===== config.mk =====
export PLATFORM = sky130hd
export DESIGN_NAME = circular_array_deque
export DESIGN_NICKNAME = d
export VERILOG_FILES = /design/src/rtl/cad_pkg.sv /design/src/rtl/circular_array_deque.sv
export SDC_FILE = /design/constraint.sdc
export NUM_CORES = 1
export LEC_CHECK = 0
export BUFFER_PORTS_ARGS = -buffer_cell sky130_fd_sc_hd__buf_4
export CELL_PAD_IN_SITES_DETAIL_PLACEMENT = 1
export CELL_PAD_IN_SITES_GLOBAL_PLACEMENT = 1
export CORE_MARGIN = 5
export CORE_UTILIZATION = 38
export DETAILED_ROUTE_END_ITERATION = 7
export PLACE_DENSITY = 0.67
export SYNTH_ARGS = -nofsm -noshare
export SYNTH_HDL_FRONTEND = slang
export SYNTH_SLANG_ARGS = --single-unit

===== constraint.sdc =====
create_clock -name aclk -period 13.8 [get_ports aclk]
set_input_delay 0.69 -clock aclk [delete_from_list [all_inputs] [get_ports aclk]]
set_output_delay 0.69 -clock aclk [all_outputs]
set_load 0.05 [all_outputs]

===== src/rtl/cad_pkg.sv =====
// Package of the circular array deque: request kinds, result status codes and
// controller state encoding. No dependencies.
package cad_pkg;

    typedef enum logic [1:0] {
        KIND_PUSH_FRONT = 2'd0,
        KIND_PUSH_REAR  = 2'd1,
        KIND_POP_FRONT  = 2'd2,
        KIND_POP_REAR   = 2'd3
    } kind_t;

    typedef enum logic [1:0] {
        STATUS_DONE      = 2'd0,
        STATUS_OVERFLOW  = 2'd1,
        STATUS_UNDERFLOW = 2'd2,
        STATUS_RESERVED  = 2'd3
    } status_t;

    typedef enum logic [1:0] {
        ST_IDLE = 2'b01,
        ST_READ = 2'b10
    } state_t;

    localparam int unsigned WORD_W = 32;

endpackage


===== src/rtl/circular_array_deque.sv =====
// Circular array deque: double-ended queue of DEPTH 32-bit words in one
// synchronous memory. Depends on cad_pkg.
//
//   Channel  | Ports                       | Direction | Carries
//   ---------+-----------------------------+-----------+--------------------------
//   request  | s_valid s_ready s_kind      | in        | push/pop kind and word
//            | s_value                     |           |
//   result   | m_valid m_ready m_status    | out       | outcome, popped word,
//            | m_popped m_now_empty m_now_full|        | empty and full flags
//
// A push or a refused request goes straight to the output register: the result
// is registered at the next edge, and a new request can be taken then if m_ready is high.
// A successful pop passes through the read state, as the slot memory registers
// its read data; the request channel is held off during the read state.
// Synchronous active-low reset empties the deque at once; no clearing pass.
// A result waiting on m_ready is taken in the same cycle as the next request.
module circular_array_deque #(
    parameter int unsigned DEPTH = 8
) (
    input  logic                        aclk,
    input  logic                        aresetn,
    input  logic                        s_valid,
    output logic                        s_ready,
    input  logic [1:0]                  s_kind,
    input  logic signed [31:0]          s_value,
    output logic                        m_valid,
    input  logic                        m_ready,
    output logic [1:0]                  m_status,
    output logic signed [31:0]          m_popped,
    output logic                        m_now_empty,
    output logic                        m_now_full
);
    import cad_pkg::*;

    localparam int unsigned IDX_W = (DEPTH > 1) ? $clog2(DEPTH) : 1;
    localparam logic [IDX_W-1:0] LAST_IDX = IDX_W'(DEPTH - 1);

    // Slot memory: written at one address, read at one address, read data
    // registered. Entries are only ever read after a push wrote them.
    logic [WORD_W-1:0] slots [DEPTH];
    logic [WORD_W-1:0] rd_data_reg;

    logic [IDX_W-1:0]  head_reg, head_next;
    logic [IDX_W-1:0]  tail_reg, tail_next;
    logic              empty_reg, empty_next;
    state_t            state_reg, state_next;

    logic              m_valid_reg, m_valid_next;
    logic [1:0]        m_status_reg, m_status_next;
    logic [WORD_W-1:0] m_popped_reg, m_popped_next;
    logic              m_empty_reg, m_empty_next;
    logic              m_full_reg, m_full_next;

    logic              accept;
    logic              is_full;
    logic              wr_en;
    logic [IDX_W-1:0]  wr_addr;
    logic              rd_en;
    logic [IDX_W-1:0]  rd_addr;
    kind_t             kind;

    function automatic logic [IDX_W-1:0] idx_inc(input logic [IDX_W-1:0] i);
        return (i == LAST_IDX) ? '0 : i + IDX_W'(1);
    endfunction

    function automatic logic [IDX_W-1:0] idx_dec(input logic [IDX_W-1:0] i);
        return (i == '0) ? LAST_IDX : i - IDX_W'(1);
    endfunction

    assign kind = kind_t'(s_kind);

    // The deque is full when it holds entries and the slot after the tail is
    // the head.
    assign is_full = !empty_reg && (idx_inc(tail_reg) == head_reg);

    // New requests are taken only in idle, and only when the output register
    // is free or is being emptied at this very edge.
    assign s_ready = (state_reg == ST_IDLE) && (!m_valid_reg || m_ready);
    assign accept  = s_valid && s_ready;

    always_comb begin
        head_next     = head_reg;
        tail_next     = tail_reg;
        empty_next    = empty_reg;
        state_next    = state_reg;
        wr_en         = 1'b0;
        wr_addr       = '0;
        rd_en         = 1'b0;
        rd_addr       = head_reg;
        m_valid_next  = m_valid_reg && !m_ready;
        m_status_next = m_status_reg;
        m_popped_next = m_popped_reg;
        m_empty_next  = m_empty_reg;
        m_full_next   = m_full_reg;

        unique case (state_reg)
            ST_IDLE: begin
                if (accept) begin
                    m_status_next = STATUS_DONE;
                    m_popped_next = '0;
                    m_valid_next  = 1'b1;
                    unique case (kind)
                        KIND_PUSH_FRONT, KIND_PUSH_REAR: begin
                            if (is_full) begin
                                m_status_next = STATUS_OVERFLOW;
                            end else if (empty_reg) begin
                                // First entry always lands in slot zero.
                                head_next  = '0;
                                tail_next  = '0;
                                empty_next = 1'b0;
                                wr_en      = 1'b1;
                                wr_addr    = '0;
                            end else if (kind == KIND_PUSH_FRONT) begin
                                head_next = idx_dec(head_reg);
                                wr_en     = 1'b1;
                                wr_addr   = idx_dec(head_reg);
                            end else begin
                                tail_next = idx_inc(tail_reg);
                                wr_en     = 1'b1;
                                wr_addr   = idx_inc(tail_reg);
                            end
                        end
                        KIND_POP_FRONT, KIND_POP_REAR: begin
                            if (empty_reg) begin
                                m_status_next = STATUS_UNDERFLOW;
                            end else begin
                                // The word arrives from memory next cycle.
                                rd_en        = 1'b1;
                                rd_addr      = (kind == KIND_POP_FRONT) ? head_reg : tail_reg;
                                m_valid_next = 1'b0;
                                state_next   = ST_READ;
                                if (head_reg == tail_reg) begin
                                    empty_next = 1'b1;
                                    head_next  = '0;
                                    tail_next  = '0;
                                end else if (kind == KIND_POP_FRONT) begin
                                    head_next = idx_inc(head_reg);
                                end else begin
                                    tail_next = idx_dec(tail_reg);
                                end
                            end
                        end
                        default: begin
                        end
                    endcase
                    m_empty_next = empty_next;
                    m_full_next  = !empty_next && (idx_inc(tail_next) == head_next);
                end
            end
            ST_READ: begin
                m_valid_next  = 1'b1;
                m_popped_next = rd_data_reg;
                state_next    = ST_IDLE;
            end
            default: begin
                state_next = ST_IDLE;
            end
        endcase
    end

    always_ff @(posedge aclk) begin
        if (wr_en) begin
            slots[wr_addr] <= s_value;
        end
        if (rd_en) begin
            rd_data_reg <= slots[rd_addr];
        end
    end

    always_ff @(posedge aclk) begin
        if (!aresetn) begin
            head_reg    <= '0;
            tail_reg    <= '0;
            empty_reg   <= 1'b1;
            state_reg   <= ST_IDLE;
            m_valid_reg <= 1'b0;
        end else begin
            head_reg    <= head_next;
            tail_reg    <= tail_next;
            empty_reg   <= empty_next;
            state_reg   <= state_next;
            m_valid_reg <= m_valid_next;
        end
    end

    always_ff @(posedge aclk) begin
        m_status_reg <= m_status_next;
        m_popped_reg <= m_popped_next;
        m_empty_reg  <= m_empty_next;
        m_full_reg   <= m_full_next;
    end

    assign m_valid     = m_valid_reg;
    assign m_status    = m_status_reg;
    assign m_popped    = m_popped_reg;
    assign m_now_empty = m_empty_reg;
    assign m_now_full  = m_full_reg;

endmodule


After elaboration in Yosys (flattened, before gate mapping)

Memory sizes are Yosys's and may differ from the RTL's. A register that Yosys moved wholly into a read port is not among the register bits.
Index checks and enable logic that the tools add are counted.

Register bits after elaboration: 46
RAM bits: 256
Input bits: 38
Output and inout port bits: 38
Memories kept: 1

$add $sub $neg: 5
Equality and inequality tests: 12
Muxes and demuxes: 59
Bitwise logic cells: 1
Reduce and logical (&&, ||, !) cells: 20

Memories:

| memory | words | width | rd ports | clocked after Yosys merged registers in | wr ports | RTL line                   | RTL |
|---|---|---|---|---|---|---|---|
| slots  | 8     | 32    | 1        | 1                                       | 1        | circular_array_deque.sv:40 | `logic [WORD_W-1:0] slots [DEPTH];` |

Operators with widths:

| kind                                                               | count |
|---|---|
| 3-bit two-way mux                                                  | 32 |
| 32-bit one-hot mux with 2 select lines                             | 1 |
| 32-bit two-way mux                                                 | 1 |
| 1-bit two-way mux                                                  | 19 |
| 3-bit one-hot mux with 2 select lines                              | 2 |
| 3-bit by 1-bit adder with 3-bit output, second input constant      | 3 |
| 3-bit == test                                                      | 3 |
| 3-bit == test, second input constant                               | 3 |
| 2-bit == test, second input constant                               | 3 |
| 3-bit logical NOT                                                  | 2 |
| 2-bit AND reduction                                                | 3 |
| 3-bit by 1-bit subtractor with 3-bit output, second input constant | 2 |
| 1-bit logical AND                                                  | 5 |
| 2-bit by 1-bit == test with 1-bit output, second input constant    | 2 |
| 1-bit logical NOT                                                  | 4 |
| 1-bit one-hot mux with 2 select lines                              | 2 |
| 2-bit one-hot mux with 2 select lines                              | 1 |
| 2-bit OR reduction                                                 | 2 |
| 3-bit AND reduction                                                | 1 |
| 2-bit logical NOT                                                  | 1 |
| 2-bit two-way mux                                                  | 1 |
| 2-bit != test, second input constant                               | 1 |
| 2-bit nonzero test                                                 | 1 |
| 1-bit logical OR                                                   | 1 |
| 1-bit inverter                                                     | 1 |

Depth between registers and ports, before layout

Word-level depth: 12
Gate-level depth with buffers: 14
Gate-level depth less buffers: 12

Worst setup path after synthesis

OpenSTA, ideal clock, no wires.

Kind: register to register
From: register head_reg[0]
To: memory slots[2][0], enable pin
Data arrival time: 5389 ps
Data required time: 13298 ps
Path slack: 7910 ps
Stages on the path, launching flop included: 12
Buffers on the path: 3
Period minus slack after synthesis: 5890 ps
Cell sequence: dfxtp_1 buf_4 buf_2 buf_1 inv_1 ha_1 nand2b_1 a21boi_0 o21ai_2 a21oi_1 or3_4 nor4_1

Cells in the longest elaborated chain, start to end: 8
Elaborated cells between the ends (all ways): 17
Those cells by class: add/sub (1); eq/ne (1); mux (13); reduce/logical (2)

Ends and longest elaborated chain:

| what                                                                | RTL line                                                 | RTL |
|---|---|---|
| from (decl)                                                         | circular_array_deque.sv:43                               | `logic [IDX_W-1:0] head_reg, head_next;` |
| from (signal assigned)                                              | circular_array_deque.sv:178                              | `head_reg <= head_next;` |
| 3-bit by 1-bit subtractor with 3-bit output (tied with other cells) | circular_array_deque.sv:67                               | `return (i == '0) ? LAST_IDX : i - IDX_W'(1);` |
| 3-bit two-way mux or 1-bit logical AND (tied branches)              | circular_array_deque.sv:67, circular_array_deque.sv:74   |  |
| 3-bit two-way mux or 1-bit two-way mux (tied branches)              | circular_array_deque.sv:113, circular_array_deque.sv:104 |  |
| 3-bit two-way mux or 1-bit two-way mux (tied branches)              | circular_array_deque.sv:106, circular_array_deque.sv:102 |  |
| 3-bit two-way mux or 1-bit two-way mux (tied branches)              | circular_array_deque.sv:104, circular_array_deque.sv:98  |  |
| 3-bit two-way mux or 1-bit two-way mux (tied branches)              | circular_array_deque.sv:102, circular_array_deque.sv:96  |  |
| 3-bit two-way mux or 1-bit two-way mux (tied branches)              | circular_array_deque.sv:98, circular_array_deque.sv:162  |  |
| 3-bit two-way mux or 1-bit two-way mux (tied branches)              | circular_array_deque.sv:96, circular_array_deque.sv:163  |  |
| to (decl)                                                           | circular_array_deque.sv:40                               |  |

Several ways; a longest one is shown, not always the timed one.

Worst setup path in the final report

From: register tail_reg[1]
To: register m_full_reg (netlist: m_now_full), data pin

Cells in the longest elaborated chain, start to end: 12
Elaborated cells between the ends (all ways): 36
Those cells by class: add/sub (3); eq/ne (5); mux (24); reduce/logical (4)

Ends and longest elaborated chain:

| what                                                                    | RTL line                                                 | RTL |
|---|---|---|
| from (decl)                                                             | circular_array_deque.sv:44                               | `logic [IDX_W-1:0] tail_reg, tail_next;` |
| from (signal assigned)                                                  | circular_array_deque.sv:179                              | `tail_reg <= tail_next;` |
| 3-bit by 1-bit adder with 3-bit output (tied with other cells)          | circular_array_deque.sv:63                               | `return (i == LAST_IDX) ? '0 : i + IDX_W'(1);` |
| 3-bit two-way mux (on tied branches)                                    | circular_array_deque.sv:63, circular_array_deque.sv:67   |  |
| 3-bit == test (tied with other cells)                                   | circular_array_deque.sv:74                               | `assign is_full = !empty_reg && (idx_inc(tail_reg) == head_reg);` |
| 1-bit logical AND (tied with other cells)                               | circular_array_deque.sv:74                               |  |
| 3-bit two-way mux (on tied branches)                                    | circular_array_deque.sv:104, circular_array_deque.sv:124 |  |
| 3-bit one-hot mux with 2 select lines                                   | circular_array_deque.sv:102                              | `unique case (kind)` |
| 3-bit two-way mux                                                       | circular_array_deque.sv:98                               | `if (accept) begin` |
| 3-bit two-way mux                                                       | circular_array_deque.sv:96                               | `unique case (state_reg)` |
| 3-bit by 1-bit adder with 3-bit output or 3-bit == test (tied branches) | circular_array_deque.sv:63                               |  |
| 3-bit two-way mux                                                       | circular_array_deque.sv:63                               |  |
| 3-bit == test                                                           | circular_array_deque.sv:147                              | `m_full_next = !empty_next && (idx_inc(tail_next) == head_next);` |
| 1-bit logical AND *                                                     | circular_array_deque.sv:147                              |  |
| to (signal assigned)                                                    | circular_array_deque.sv:190                              | `m_full_reg <= m_full_next;` |
| to (decl)                                                               | circular_array_deque.sv:52                               | `logic m_full_reg, m_full_next;` |

Mark *: on every way between the ends. The rest lies on a longest branch, timed or not. The select of a mux whose other input is x is not followed.
A chain may end at the register's enable or synchronous reset.

==> impl_metrics.json <==
{
  "hold_viol": 0,
  "worst-slew-pin-transition_ns": 0.9825,
  "design_area_mm2": 0.01774,
  "grt_busiest_layer": "met2",
  "core_area_mm2": 0.03982,
  "final.setup.tns_ns": 0,
  "post_synth_and_or_nand_nor_area_fraction_pct": 5.391,
  "synth_async_sr_flop_share_pct": 0,
  "yosysTopAreaCellShare_pct": 63.42,
  "final_layout_size_suffix_gt1_share_pct": 31.55,
  "detailed_place_hpwl_um": 21080,
  "weighted_congestion_at_the_end_of_routability_driven_global_placement": 0.8027,
  "initial_core_util_pct": 38.53,
  "cell_with_the_most_instances_after_synthesis": "edfxtp_1",
  "area_delta_synth_final_pct": 15.60,
  "worst_setup_hold_path_clk_slew_ns": 0.06,
  "yosys_warning_total": 0,
  "largest_reg_flops": 256,
  "fp-row-count": 73,
  "power.static_leakage_nw": 5.541,
  "via_count": 8311,
  "worst-path-max-fanout": 48,
  "design.final.nets": 976,
  "drt_first_pass_iters": 5,
  "synth_top_family_by_area": "multiplexers",
  "first_global_vias": 8935,
  "cts_resized": 0,
  "synthMuxAreaShare_pct": 21.07,
  "hold_ws_ns": 0.3758,
  "worst-endpoint-required_ns": 14.16,
  "tritoncts.num_buffers": 38,
  "globalRouteMet3Util_pct": 2.822,
  "timing.max_cap.violations": 0,
  "cts-root-buf": "clkbuf_16",
  "layout_worst_path_cycle_share_pct": 34.15,
  "syn-mean-instance-area_um2": 17.99,
  "cts.repair_timing.setup_buffer_count": 0,
  "die_h_um": 210.9,
  "max_slew_headroom_at_the_worst_pin_pct": 34.21,
  "placed_cell_area_mm2": 0.01654,
  "xor_and_xnor_area_share_after_synthesis_pct": 0.6687,
  "fmax_mhz": 212.2,
  "final.setup.worst_slack_ns": 9.088,
  "maxSlewViolCount": 0,
  "run_status": "finished, final reports clean",
  "routedWlPerCell_um": 24.69,
  "mappedNetlistArea_mm2": 0.01534,
  "filler_cell_count": 3850,
  "clock_path_buffers": 3,
  "io_buffer_count": 75,
  "grt_setup_unrepaired": "false",
  "tritoncts": "yes",
  "skew_ns": 0.02982,
  "worstSkewPairLatency_ns": 0.55,
  "non_filler_instances": 1480,
  "synth-edff-count": 324,
  "avgViaCountPerCell": 5.616,
  "chipWidth_um": 210.9,
  "post-place-ws_ns": 8.969,
  "postSynth.topFlopCell": "edfxtp_1",
  "synth.top_cells.by_count": "324 x edfxtp_1, 128 x mux4_2, 68 x and2_1",
  "global_route.overflow_total": 0,
  "detail_route.iter0.violations": 519,
  "grt_max_degree": 54,
  "grt_pass1_wl_um": 55430,
  "route.antenna.remaining_nets": 0,
  "pwr_density_cell_mw_per_mm2": 132.3,
  "finalCoreUtilization_pct": 44.54,
  "critPathLaunchType": "flop",
  "netlist_top_cells_area": "edfxtp_1 63%, mux4_2 19%, and2_1 2.8%",
  "htree_num_levels": 2,
  "hp-class": "in -> reg",
  "power.total_mw": 2.346,
  "cell_type_with_the_largest_total_area_after_synthesis": "edfxtp_1",
  "worst_setup_path_type": "reg -> reg",
  "post_synth_fa_ha_maj_area_fraction_pct": 0.9786,
  "worstSetupEndpointType": "flop",
  "synth_compound_gate_area_share_pct": 5.032,
  "clkSinkCount": 334,
  "gate_count_post_synth": 853,
  "cts.hold.buffers_added": 0,
  "finalCriticalPeriod_ns": 4.712,
  "grt.total_usage_pct": 16.47,
  "dp.cells": 1411,
  "synth_seq_area_share_pct": 64.72,
  "ports": 76,
  "arrival_ns": 5.07,
  "mappedNetlistNets": 903,
  "synth_cell_types": 56,
  "setup_violations": 0,
  "antenna_found_initial": 3,
  "remaining_drc_errors": 0,
  "max-vdd-ir-drop_uv": 113.8,
  "postSynthRegisterBits": 334,
  "globalRouteMet1Util_pct": 21.94,
  "design.die.area_mm2": 0.04449,
  "postRouteWirelength_um": 36540,
  "groute.layer.met2.usage_pct": 28.25
}
power breakdown:
| part | leakage [nW] | switching, mW | total [mW] | internal, mW |
|---|---|---|---|---|
| registers | 3.05 | 0.0184 | 1.15 | 1.14 |
| clock network | 0.564 | 0.395 | 0.953 | 0.558 |
| logic | 1.93 | 0.133 | 0.240 | 0.107 |
routing by layer:
layer	vias to the layer above	part of all wire [%]
li1	3666	-
met1	4407	42
met2	196	51
met3	40	4.7
met4	2	1.6
met5	-	0.036
cells by family after synthesis:
family                   count (synthesis)
AO/OA/AOI/OAI                          116
multiplexers                           163
AND/OR/NAND/NOR                        143
XOR/XNOR                                10
adder cells (fa/ha/maj)                 12
flip-flops                             334
buffers and inverters                   75
placed cells by master (no fill, tap or decap), types with 3 or more instances in the layout:
| cell | n |
|---|---|
| ha_1 | 11 |
| nand3_1 | 8 |
| nor4_2 | 3 |
| xor2_1 | 3 |
| mux4_2 | 128 |
| mux2i_1 | 35 |
| dfxtp_1 | 4 |
| nor2_4 | 5 |
| o22ai_1 | 3 |
| buf_4 | 96 |
| edfxtp_1 | 324 |
| clkbuf_1 | 7 |
| a211oi_1 | 33 |
| a311oi_1 | 4 |
| dfxtp_4 | 4 |
| nor2b_1 | 3 |
| xnor2_1 | 5 |
| o21ai_0 | 12 |
| nand2b_1 | 6 |
| nand2_1 | 12 |
| a21boi_0 | 5 |
| clkbuf_16 | 39 |
| clkinvlp_4 | 4 |
| clkinv_1 | 10 |
| inv_1 | 12 |
| and2_1 | 68 |
| o211ai_1 | 5 |
| a21oi_1 | 37 |
| nor2_1 | 17 |
critical path, stage by stage (launching register included):
cell      delay (ns)
dfxtp_4         0.67
buf_4           0.84
inv_1           0.15
ha_1            0.44
xnor2_1         0.30
nand3_2         0.26
o311a_1         0.23
nor4_1          0.44
ha_1            0.23
ha_1            0.27
a21oi_1         0.13
o211ai_1        0.09
and4_1          0.22
nor4_2          0.23
final cells by class:
class | count | area [um2] | share of cell area (%)
sequential | 334 | 9947 | 56.08
multi-input combinational | 444 | 5174 | 29.17
clock buffer | 46 | 1002 | 5.651
timing repair buffer | 96 | 720.7 | 4.063
tap | 525 | 656.9 | 3.704
clock inverter | 22 | 187.7 | 1.058
inverter | 12 | 45.04 | 0.2540
antenna | 1 | 2.502 | 0.01411
path summary, 6_finish.rpt:
kind | startpoint | endpoint | slack (ns) | cells past startpoint
worst max register to register | tail_reg[1] | m_now_full | 9.09 | 13
worst min register to register | rd_data_reg[29] | m_popped[29] | 0.52 | 1
worst max-delay path | tail_reg[1] | m_now_full | 9.09 | 13
worst min-delay path | s_value[8] | slots[4][8] | 0.38 | 1
Power figures use the tool's default switching activity.
